### src/design/fsq_token_quantizer_assert.svh
// Assertion macros for the FSQ token quantizer.
// Each macro checks an implication on the rising clock edge, outside reset.
`ifndef FSQ_TOKEN_QUANTIZER_ASSERT_SVH
`define FSQ_TOKEN_QUANTIZER_ASSERT_SVH

// Consequent must hold in the same cycle as the antecedent.
`define FSQ_ASSERT_SAME(label, ante, cons) \
	label: assert property (@(posedge clk) disable iff (!arst_n) (ante) |-> (cons)) \
		else $error("fsq_token_quantizer assertion failed");

// Consequent must hold in the cycle after the antecedent.
`define FSQ_ASSERT_NEXT(label, ante, cons) \
	label: assert property (@(posedge clk) disable iff (!arst_n) (ante) |=> (cons)) \
		else $error("fsq_token_quantizer assertion failed");

`endif

### src/design/fsq_pkg.sv
package fsq_pkg;

	// Field and register widths.
	localparam int IN_W      = 16;
	localparam int MAG_W     = 16;
	localparam int TOKEN_W   = 32;
	localparam int CFG_W     = 16;
	localparam int CFG_IDX_W = 2;
	localparam int DIMS_W    = 4;
	localparam int BASE_W    = 5;
	localparam int SCALE_W   = 16;
	localparam int OFFS_W    = 4;
	localparam int LVL_W     = 4;
	localparam int DIM_IDX_W = 3;

	// Quantizer limits.
	localparam int MAX_DIMS  = 8;
	localparam int MIN_BASE  = 2;
	localparam int MAX_BASE  = 16;

	// Reset values of the configuration registers.
	localparam int DIMS_RST  = 8;
	localparam int BASE_RST  = 3;
	localparam int SCALE_RST = 4092;
	localparam int OFFS_RST  = 1;

	// Shared multiplier operand and product widths.
	localparam int MUL_A_W   = 32;
	localparam int MUL_B_W   = 17;
	localparam int PROD_W    = MUL_A_W + MUL_B_W;

	// tanh datapath constants.
	localparam int LOG2E_Q14 = 23637;
	localparam int Z_RND     = 8192;
	localparam int Z_SHIFT   = 14;
	localparam int INTERP_RND = 128;
	localparam int EXP_W     = 17;
	localparam int EXP_ONE   = 65536;
	localparam int K_W       = 6;
	localparam int T_MAX     = 32767;
	localparam int T_W       = 15;

	// Divider geometry: quotient is known to stay below 2^DIV_Q_W.
	localparam int DIV_NUM_W = 32;
	localparam int DIV_DEN_W = 18;
	localparam int DIV_Q_W   = 16;
	localparam int DIV_CNT_W = $clog2(DIV_Q_W + 1);

	// Configuration register indexes.
	typedef enum logic [CFG_IDX_W-1:0] {
		CFG_DIMS_USED,
		CFG_LEVEL_BASE,
		CFG_TANH_SCALE,
		CFG_LEVEL_OFFSET
	} cfg_reg_t;

	// Divider status toward the sequencer.
	typedef struct packed {
		logic busy;
		logic done;
	} div_stat_t;

	// 2^(-j/8) in Q16, j = 0..8.
	function automatic logic [EXP_W-1:0] exp2_entry(input logic [3:0] idx);
		logic [EXP_W-1:0] val;
		case (idx)
			4'd0: val = 17'd65536;
			4'd1: val = 17'd60097;
			4'd2: val = 17'd55109;
			4'd3: val = 17'd50535;
			4'd4: val = 17'd46341;
			4'd5: val = 17'd42495;
			4'd6: val = 17'd38968;
			4'd7: val = 17'd35734;
			4'd8: val = 17'd32768;
			default: val = 17'd32768;
		endcase
		return val;
	endfunction

endpackage

### src/design/fsq_mul_unit.sv
module fsq_mul_unit (
	input  logic                        clk,
	input  logic [fsq_pkg::MUL_A_W-1:0] op_a,
	input  logic [fsq_pkg::MUL_B_W-1:0] op_b,
	output logic [fsq_pkg::PROD_W-1:0]  prod
);
	import fsq_pkg::*;

	logic [PROD_W-1:0] prod_q;

	// One registered unsigned multiply; the product is read the following cycle.
	always_ff @(posedge clk) begin
		prod_q <= PROD_W'(op_a) * PROD_W'(op_b);
	end

	assign prod = prod_q;

endmodule

### src/design/fsq_div_unit.sv
module fsq_div_unit (
	input  logic                          clk,
	input  logic                          arst_n,
	input  logic                          start,
	input  logic [fsq_pkg::DIV_NUM_W-1:0] num,
	input  logic [fsq_pkg::DIV_DEN_W-1:0] den,
	output logic [fsq_pkg::DIV_Q_W-1:0]   quot,
	output fsq_pkg::div_stat_t            stat
);
	import fsq_pkg::*;

	logic [DIV_DEN_W-1:0] rem_q;
	logic [DIV_DEN_W-1:0] den_q;
	logic [DIV_Q_W-1:0]   num_lo_q;
	logic [DIV_Q_W-1:0]   quot_q;
	logic [DIV_CNT_W-1:0] cnt_q;
	logic                 busy_q;
	logic                 done_q;
	logic [DIV_DEN_W:0]   trial;
	logic                 ge;

	// Restoring step: bring down one numerator bit and try the subtract.
	assign trial = {rem_q, num_lo_q[DIV_Q_W-1]};
	assign ge    = trial >= {1'b0, den_q};

	// The upper numerator half is below the divisor, so only the low half
	// produces quotient bits, one per cycle.
	always_ff @(posedge clk or negedge arst_n) begin
		if (!arst_n) begin
			busy_q   <= 1'b0;
			done_q   <= 1'b0;
			cnt_q    <= '0;
			rem_q    <= '0;
			den_q    <= '0;
			num_lo_q <= '0;
			quot_q   <= '0;
		end else begin
			done_q <= 1'b0;
			if (start) begin
				busy_q   <= 1'b1;
				cnt_q    <= DIV_CNT_W'(DIV_Q_W);
				rem_q    <= DIV_DEN_W'(num[DIV_NUM_W-1:DIV_NUM_W-DIV_Q_W]);
				num_lo_q <= num[DIV_Q_W-1:0];
				den_q    <= den;
				quot_q   <= '0;
			end else if (busy_q) begin
				rem_q    <= ge ? DIV_DEN_W'(trial - {1'b0, den_q}) : trial[DIV_DEN_W-1:0];
				quot_q   <= {quot_q[DIV_Q_W-2:0], ge};
				num_lo_q <= {num_lo_q[DIV_Q_W-2:0], 1'b0};
				cnt_q    <= cnt_q - 1'b1;
				if (cnt_q == DIV_CNT_W'(1)) begin
					busy_q <= 1'b0;
					done_q <= 1'b1;
				end
			end
		end
	end

	assign quot      = quot_q;
	assign stat.busy = busy_q;
	assign stat.done = done_q;

endmodule

### src/design/fsq_token_quantizer.sv
// An accepted item holds in_stall high while the sequencer works, so no new item is
// taken until the sequencer is back in idle, which the item that completes a token delays
// while the previous token waits at a stalled output. The token is registered at the emit step.
// Each item passes through the 16-step divider of the tanh and the shared multiplier.
// Reset (arst_n low, asynchronous) clears the partial token, loads the register
// defaults 8, 3, 4092 and 1, and empties the output register.
`include "fsq_token_quantizer_assert.svh"

module fsq_token_quantizer (
	input  logic                          clk,
	input  logic                          arst_n,
	input  logic                          cfg_wr_en,
	input  logic [fsq_pkg::CFG_IDX_W-1:0] cfg_index,
	input  logic [fsq_pkg::CFG_W-1:0]     cfg_wdata,
	input  logic                          in_valid,
	output logic                          in_stall,
	input  logic signed [fsq_pkg::IN_W-1:0] proj_value,
	output logic                          out_valid,
	input  logic                          out_stall,
	output logic [fsq_pkg::TOKEN_W-1:0]   token,
	output logic                          clipped
);
	import fsq_pkg::*;

	typedef enum logic [3:0] {
		S_IDLE,
		S_MZ,
		S_ZK,
		S_MI,
		S_EX,
		S_DST,
		S_DIV,
		S_MP,
		S_RND,
		S_MA,
		S_ACC,
		S_RAD,
		S_EMIT
	} state_t;

	state_t state_q;

	// Configuration registers.
	logic [DIMS_W-1:0]  dims_q;
	logic [BASE_W-1:0]  base_q;
	logic [SCALE_W-1:0] scale_q;
	logic [OFFS_W-1:0]  offs_q;

	// Token accumulation state.
	logic [TOKEN_W-1:0]   acc_q;
	logic [TOKEN_W-1:0]   radix_q;
	logic [DIM_IDX_W-1:0] dim_q;
	logic                 clip_q;

	// Per-item working registers.
	logic             neg_q;
	logic [MAG_W-1:0] mag_q;
	logic [K_W-1:0]   k_q;
	logic [2:0]       j_q;
	logic [7:0]       r_q;
	logic [EXP_W-1:0] e_q;
	logic [LVL_W-1:0] lvl_q;

	// Output register.
	logic               out_valid_q;
	logic [TOKEN_W-1:0] token_q;
	logic               clipped_q;

	// Shared units.
	logic [MUL_A_W-1:0]   mul_a;
	logic [MUL_B_W-1:0]   mul_b;
	logic [PROD_W-1:0]    prod;
	logic                 div_start;
	logic [DIV_NUM_W-1:0] div_num;
	logic [DIV_DEN_W-1:0] div_den;
	logic [DIV_Q_W-1:0]   div_quot;
	div_stat_t            div_stat;

	// Effective settings after range limiting.
	logic [BASE_W-1:0] base_eff;
	logic [DIMS_W-1:0] dims_eff;

	// Datapath intermediates.
	logic                 in_acc;
	logic                 out_acc;
	logic [MAG_W-1:0]     in_mag;
	logic [TOKEN_W-1:0]   z_sum;
	logic [16:0]          z_val;
	logic [21:0]          interp_sum;
	logic [EXP_W-1:0]     e_lin;
	logic [EXP_W-1:0]     e_shift;
	logic [EXP_W-1:0]     e_diff;
	logic [EXP_W:0]       e_plus;
	logic [T_W-1:0]       t_sat;
	logic [3:0]           q_int;
	logic                 round_up;
	logic [4:0]           q_rnd;
	logic signed [6:0]    lvl_signed;
	logic signed [6:0]    base_top;
	logic [DIMS_W-1:0]    count;

	assign in_acc  = in_valid && !in_stall;
	assign out_acc = out_valid_q && !out_stall;

	assign base_eff = (base_q < BASE_W'(MIN_BASE)) ? BASE_W'(MIN_BASE) :
		((base_q > BASE_W'(MAX_BASE)) ? BASE_W'(MAX_BASE) : base_q);
	assign dims_eff = (dims_q == '0) ? DIMS_W'(1) :
		((dims_q > DIMS_W'(MAX_DIMS)) ? DIMS_W'(MAX_DIMS) : dims_q);

	// Magnitude of the Q4.11 input; the most negative value maps to 32768.
	assign in_mag = proj_value[IN_W-1] ? MAG_W'(-proj_value) : MAG_W'(proj_value);

	// z = round(2|x| * log2(e)), split into integer k and fraction f.
	assign z_sum = prod[TOKEN_W-1:0] + TOKEN_W'(Z_RND);
	assign z_val = z_sum[Z_SHIFT+16:Z_SHIFT];

	// Linear interpolation of 2^(-f), then shift right by k.
	assign interp_sum = prod[21:0] + 22'(INTERP_RND);
	assign e_lin      = exp2_entry({1'b0, j_q}) - EXP_W'(interp_sum[21:8]);
	assign e_shift    = (k_q >= K_W'(EXP_W)) ? '0 : (e_lin >> k_q);

	// Divider operands for t = ((1-e) << 15 + (1+e)/2) / (1+e).
	assign e_diff  = EXP_W'(EXP_ONE - e_q);
	assign e_plus  = (EXP_W+1)'(EXP_ONE) + {1'b0, e_q};
	assign div_num = {e_diff, 15'b0} + DIV_NUM_W'(e_plus[EXP_W:1]);
	assign div_den = DIV_DEN_W'(e_plus);
	assign div_start = (state_q == S_DST);

	// Saturate the tanh magnitude to Q0.15.
	assign t_sat = (div_quot > DIV_Q_W'(T_MAX)) ? T_W'(T_MAX) : div_quot[T_W-1:0];

	// Round half to even on the Q.27 product, apply sign and offset.
	assign q_int    = prod[30:27];
	assign round_up = prod[26] && ((prod[25:0] != '0) || q_int[0]);
	assign q_rnd    = {1'b0, q_int} + 5'(round_up);
	assign lvl_signed = (neg_q ? -$signed({2'b0, q_rnd}) : $signed({2'b0, q_rnd})) +
		$signed({3'b0, offs_q});
	assign base_top = $signed({2'b0, base_eff - 1'b1});

	assign count = {1'b0, dim_q} + 1'b1;

	// Operand selection for the shared multiplier, by sequencer step.
	always_comb begin
		case (state_q)
			S_MZ: begin
				mul_a = MUL_A_W'({mag_q, 1'b0});
				mul_b = MUL_B_W'(LOG2E_Q14);
			end
			S_MI: begin
				mul_a = MUL_A_W'(exp2_entry({1'b0, j_q}) - exp2_entry({1'b0, j_q} + 4'd1));
				mul_b = MUL_B_W'(r_q);
			end
			S_MP: begin
				mul_a = MUL_A_W'(t_sat);
				mul_b = MUL_B_W'(scale_q);
			end
			S_MA: begin
				mul_a = radix_q;
				mul_b = MUL_B_W'(lvl_q);
			end
			S_ACC: begin
				mul_a = radix_q;
				mul_b = MUL_B_W'(base_eff);
			end
			default: begin
				mul_a = '0;
				mul_b = '0;
			end
		endcase
	end

	fsq_mul_unit u_mul (
		.clk  (clk),
		.op_a (mul_a),
		.op_b (mul_b),
		.prod (prod)
	);

	fsq_div_unit u_div (
		.clk    (clk),
		.arst_n (arst_n),
		.start  (div_start),
		.num    (div_num),
		.den    (div_den),
		.quot   (div_quot),
		.stat   (div_stat)
	);

	// Sequencer with configuration, accumulation and output registers.
	always_ff @(posedge clk or negedge arst_n) begin
		if (!arst_n) begin
			state_q     <= S_IDLE;
			dims_q      <= DIMS_W'(DIMS_RST);
			base_q      <= BASE_W'(BASE_RST);
			scale_q     <= SCALE_W'(SCALE_RST);
			offs_q      <= OFFS_W'(OFFS_RST);
			acc_q       <= '0;
			radix_q     <= TOKEN_W'(1);
			dim_q       <= '0;
			clip_q      <= 1'b0;
			neg_q       <= 1'b0;
			mag_q       <= '0;
			k_q         <= '0;
			j_q         <= '0;
			r_q         <= '0;
			e_q         <= '0;
			lvl_q       <= '0;
			out_valid_q <= 1'b0;
			token_q     <= '0;
			clipped_q   <= 1'b0;
		end else begin
			if (cfg_wr_en) begin
				case (cfg_reg_t'(cfg_index))
					CFG_DIMS_USED:    dims_q  <= cfg_wdata[DIMS_W-1:0];
					CFG_LEVEL_BASE:   base_q  <= cfg_wdata[BASE_W-1:0];
					CFG_TANH_SCALE:   scale_q <= cfg_wdata[SCALE_W-1:0];
					CFG_LEVEL_OFFSET: offs_q  <= cfg_wdata[OFFS_W-1:0];
					default: ;
				endcase
			end

			// The emit step refills the output register itself.
			if (out_acc && state_q != S_EMIT) begin
				out_valid_q <= 1'b0;
			end

			case (state_q)
				S_IDLE: begin
					if (in_acc) begin
						neg_q   <= proj_value[IN_W-1];
						mag_q   <= in_mag;
						state_q <= S_MZ;
					end
				end
				S_MZ: begin
					state_q <= S_ZK;
				end
				S_ZK: begin
					k_q     <= z_val[16:11];
					j_q     <= z_val[10:8];
					r_q     <= z_val[7:0];
					state_q <= S_MI;
				end
				S_MI: begin
					state_q <= S_EX;
				end
				S_EX: begin
					e_q     <= e_shift;
					state_q <= S_DST;
				end
				S_DST: begin
					state_q <= S_DIV;
				end
				S_DIV: begin
					if (div_stat.done) begin
						state_q <= S_MP;
					end
				end
				S_MP: begin
					state_q <= S_RND;
				end
				S_RND: begin
					if (lvl_signed < 0) begin
						lvl_q  <= '0;
						clip_q <= 1'b1;
					end else if (lvl_signed > base_top) begin
						lvl_q  <= LVL_W'(base_eff - 1'b1);
						clip_q <= 1'b1;
					end else begin
						lvl_q <= lvl_signed[LVL_W-1:0];
					end
					state_q <= S_MA;
				end
				S_MA: begin
					state_q <= S_ACC;
				end
				S_ACC: begin
					acc_q   <= acc_q + prod[TOKEN_W-1:0];
					state_q <= S_RAD;
				end
				S_RAD: begin
					radix_q <= prod[TOKEN_W-1:0];
					if (count >= dims_eff) begin
						state_q <= S_EMIT;
					end else begin
						dim_q   <= count[DIM_IDX_W-1:0];
						state_q <= S_IDLE;
					end
				end
				S_EMIT: begin
					// Wait until the output register is free, then hand the token over.
					if (!out_valid_q || !out_stall) begin
						out_valid_q <= 1'b1;
						token_q     <= acc_q;
						clipped_q   <= clip_q;
						acc_q       <= '0;
						radix_q     <= TOKEN_W'(1);
						dim_q       <= '0;
						clip_q      <= 1'b0;
						state_q     <= S_IDLE;
					end
				end
				default: begin
					state_q <= S_IDLE;
				end
			endcase
		end
	end

	assign in_stall  = (state_q != S_IDLE);
	assign out_valid = out_valid_q;
	assign token     = token_q;
	assign clipped   = clipped_q;

	// The divider only runs while the sequencer waits on it.
	`FSQ_ASSERT_SAME(a_div_busy_in_wait, div_stat.busy, state_q == S_DIV)
	// A new token appears only from the emit step.
	`FSQ_ASSERT_SAME(a_out_from_emit, $rose(out_valid_q), $past(state_q == S_EMIT))
	// The clipped level never exceeds the top level of the radix.
	`FSQ_ASSERT_SAME(a_lvl_in_range, state_q == S_MA, lvl_q <= LVL_W'(base_eff - 1'b1))
	// An accepted item starts the multiply for the tanh argument.
	`FSQ_ASSERT_NEXT(a_accept_starts, in_valid && !in_stall, state_q == S_MZ)

endmodule
### config.mk
export PLATFORM = sky130hd
export DESIGN_NAME = fsq_token_quantizer
export DESIGN_NICKNAME = d
export VERILOG_FILES = /design/src/design/fsq_pkg.sv /design/src/design/fsq_mul_unit.sv /design/src/design/fsq_div_unit.sv /design/src/design/fsq_token_quantizer.sv
export VERILOG_INCLUDE_DIRS = /design/src /design/src/design
export SDC_FILE = /design/constraint.sdc
export NUM_CORES = 2
export LEC_CHECK = 0
export ABC_AREA = 0
export ABC_CLOCK_PERIOD_IN_PS = 21100
export BUFFER_PORTS_ARGS = -buffer_cell sky130_fd_sc_hd__buf_2
export CAP_MARGIN = 20
export CORE_UTILIZATION = 55
export DETAILED_ROUTE_END_ITERATION = 10
export PLACE_DENSITY = 0.82
export SLEW_MARGIN = 20
export SYNTH_ARGS = -nofsm -noshare
export SYNTH_HDL_FRONTEND = slang
export SYNTH_HIERARCHICAL = 1
export SYNTH_SLANG_ARGS = --single-unit
### constraint.sdc
create_clock -name clk -period 21.1 [get_ports clk]
set_input_delay 4.22 -clock clk [delete_from_list [all_inputs] [get_ports clk]]
set_output_delay 4.22 -clock clk [all_outputs]
set_load 0.02 [all_outputs]
==> impl_metrics.json <==
{
  "fin_util": 0.5962,
  "worst-setup-path-type": "reg -> reg",
  "status": "completed",
  "clock_latency_ns": 0.59,
  "die_y_um": 242.2,
  "p_sw_mw": 3.017,
  "syn_area_um2": 31730,
  "power.leakage_nw": 16.23,
  "cts_hold_buf": 0,
  "vias": 26200,
  "die_area_um2": 58660,
  "setup_tns_ns": 0,
  "peakVddDrop_mv": 0.1426,
  "grt_max_degree": 125,
  "cts_sinks": 297,
  "start_kind": "flip-flop",
  "p_seq_frac": 0.188,
  "drtIter0Drc": 2485,
  "avgSynthCellArea_um2": 8.526,
  "crit_arrival_ns": 10.80,
  "cp-endpoint": "u_mul/prod[25]",
  "place_hpwl_um": 62640,
  "p_sw_frac": 0.5281,
  "rr_endpoint": "u_mul/prod[25]",
  "rows": 87,
  "grt_pass1_vias": 26760,
  "drv_slew": 0,
  "antenna_found_initial": 2,
  "cts.clk_slew.worst_paths_ns": 0.06,
  "cts_tree": "done",
  "port_buffers": 73,
  "slew_headroom": 0.1787,
  "ios": 74,
  "rsz0062_at_grt": "false",
  "internal-power_mw": 2.696,
  "hold_viol": 0,
  "pwr-share-comb": 0.698,
  "dr.pass1.iters": 7,
  "numCtsBuffers": 37,
  "start_util": 0.5596,
  "die_w_um": 242.2,
  "total_power_mw": 5.713,
  "post_drt_wl_per_cell_um": 19.18,
  "cts_buffer_depth": 3,
  "slowest_stage": "dfrtp_1",
  "hold_class": "reg -> reg",
  "min_period_ns": 10.36,
  "cts_resized": 0,
  "timing.rr.start": "j_q[0]",
  "min_from": "u_mul/prod[0]",
  "final_cell_mix": "656 x nand2_1, 467 x inv_1, 340 x fa_1, 249 x dfrtp_1, 213 x o21ai_0",
  "max_freq_mhz": 96.56,
  "grt_overflow": 0,
  "track_usage": 0.2937,
  "tightest_slew_ns": 1.232,
  "worst_clock_skew_ns": 0.04838,
  "finalCritPeriodShare": 0.4908,
  "cp.required_ns": 21.54,
  "worst_path_most_repeated_cell": "fa_1",
  "htreeDepth": 2,
  "endpoint_kind": "flip-flop",
  "drtAntennaViolNets": 0,
  "vias_per_cell": 5.893,
  "grt_pass1_wl_um": 139000,
  "drv_cap": 0,
  "cts_root_buffer": "clkbuf_16",
  "synth_cells": 3722,
  "power.density_nw_per_um2": 169.0,
  "drc": 0,
  "layout.cells.most_common": "nand2_1",
  "nets": 4214,
  "ys_warn_count": 6,
  "drive_above_1_share": 0.07865,
  "core_area_um2": 56710,
  "path_max_fanout": 19,
  "power.clock.fraction": 0.113,
  "routabilityCongestion": 0.9525,
  "crit_start": "j_q[0]",
  "critPathMaxStageDelay_ns": 0.71,
  "pre_cts_ws_ns": 10.98,
  "rrSetupSlack_ns": 10.74,
  "rr_worst_depth": 35,
  "syn_to_final_growth_pct": 6.557,
  "setup-violations-final": 0,
  "finalWorstSetupSlack_ns": 10.74,
  "cts_setup_buffers": 0,
  "wl_um": 85250
}
[how the worst min path moves through the flow]
stage | to | slack, ns | cells after the start
3_5_place_dp | radix_q[0] | 0.45 | 2
4_1_cts | radix_q[0] | 0.46 | 2
6_report | radix_q[0] | 0.47 | 2
5_1_grt | radix_q[0] | 0.47 | 2
2_1_floorplan | radix_q[0] | 0.42 | 2
3_3_place_gp | radix_q[0] | 0.44 | 2
[per-stage QoR]
step,instance area (µm²),hold slack [ns],cells
2_1_floorplan,31740,0.4185,3724
3_3_place_gp,32540,0.4412,4374
3_5_place_dp,32540,0.4515,4374
4_1_cts,33790,0.4595,4442
5_1_grt,33810,0.4736,4445
6_report,33810,0.4666,4445
[final cells by class]
type	count	area (µm²)
antenna	2	5.005
timing repair buffer	105	623.1
multi-input combinational	2750	21950
tap	756	945.9
inverter	467	1753
fill	4808	22900
sequential	297	7292
clock inverter	12	146.4
clock buffer	56	1101
[power by group through the flow]
stage                     clock network [mW]  registers, mW  logic [mW]
final                                  0.647           1.08        3.99
after global routing                   0.682           1.10        4.41
after CTS                              0.659           1.07        3.93
after detailed placement                   0           1.07        3.89
after global placement                     0           1.07        3.80
after floorplan                            0          0.972        3.02
[critical path, delay by kind of cell (launching register included)]
family	cells	cell delay, ns
flops	1	0.71
buf+inv	4	0.29
xor+xnor	1	0.15
compound gates	15	3.75
fa+ha+maj	10	4.62
simple gates	5	0.68
[registers in the layout, indices dropped and copies added (netlist names), 5 cells and up]
register and count:
token 32, u_div/quot 16, u_div/cnt_q 5, u_mul/prod 32
mag_q 16, scale_q 16, u_div/rem_q 18, acc_q 32
base_q 5, k_q 6, radix_q 32, u_div/num_lo_q 16
r_q 8, u_div/den_q 18, e_q 17
[metal layers]
| metal | global-route usage | routed length (µm) | share of wire | vias to the layer above |
|---|---|---|---|---|
| li1 | - | - | - | 12000 |
| met1 | 0.3763 | 33900 | 0.40 | 12850 |
| met2 | 0.4857 | 40410 | 0.47 | 1057 |
| met3 | 0.04719 | 6492 | 0.076 | 287 |
| met4 | 0.1418 | 4445 | 0.052 | 0 |
| met5 | 0 | 0 | 0 | - |
Note: power is estimated with default switching activity, not from simulation.
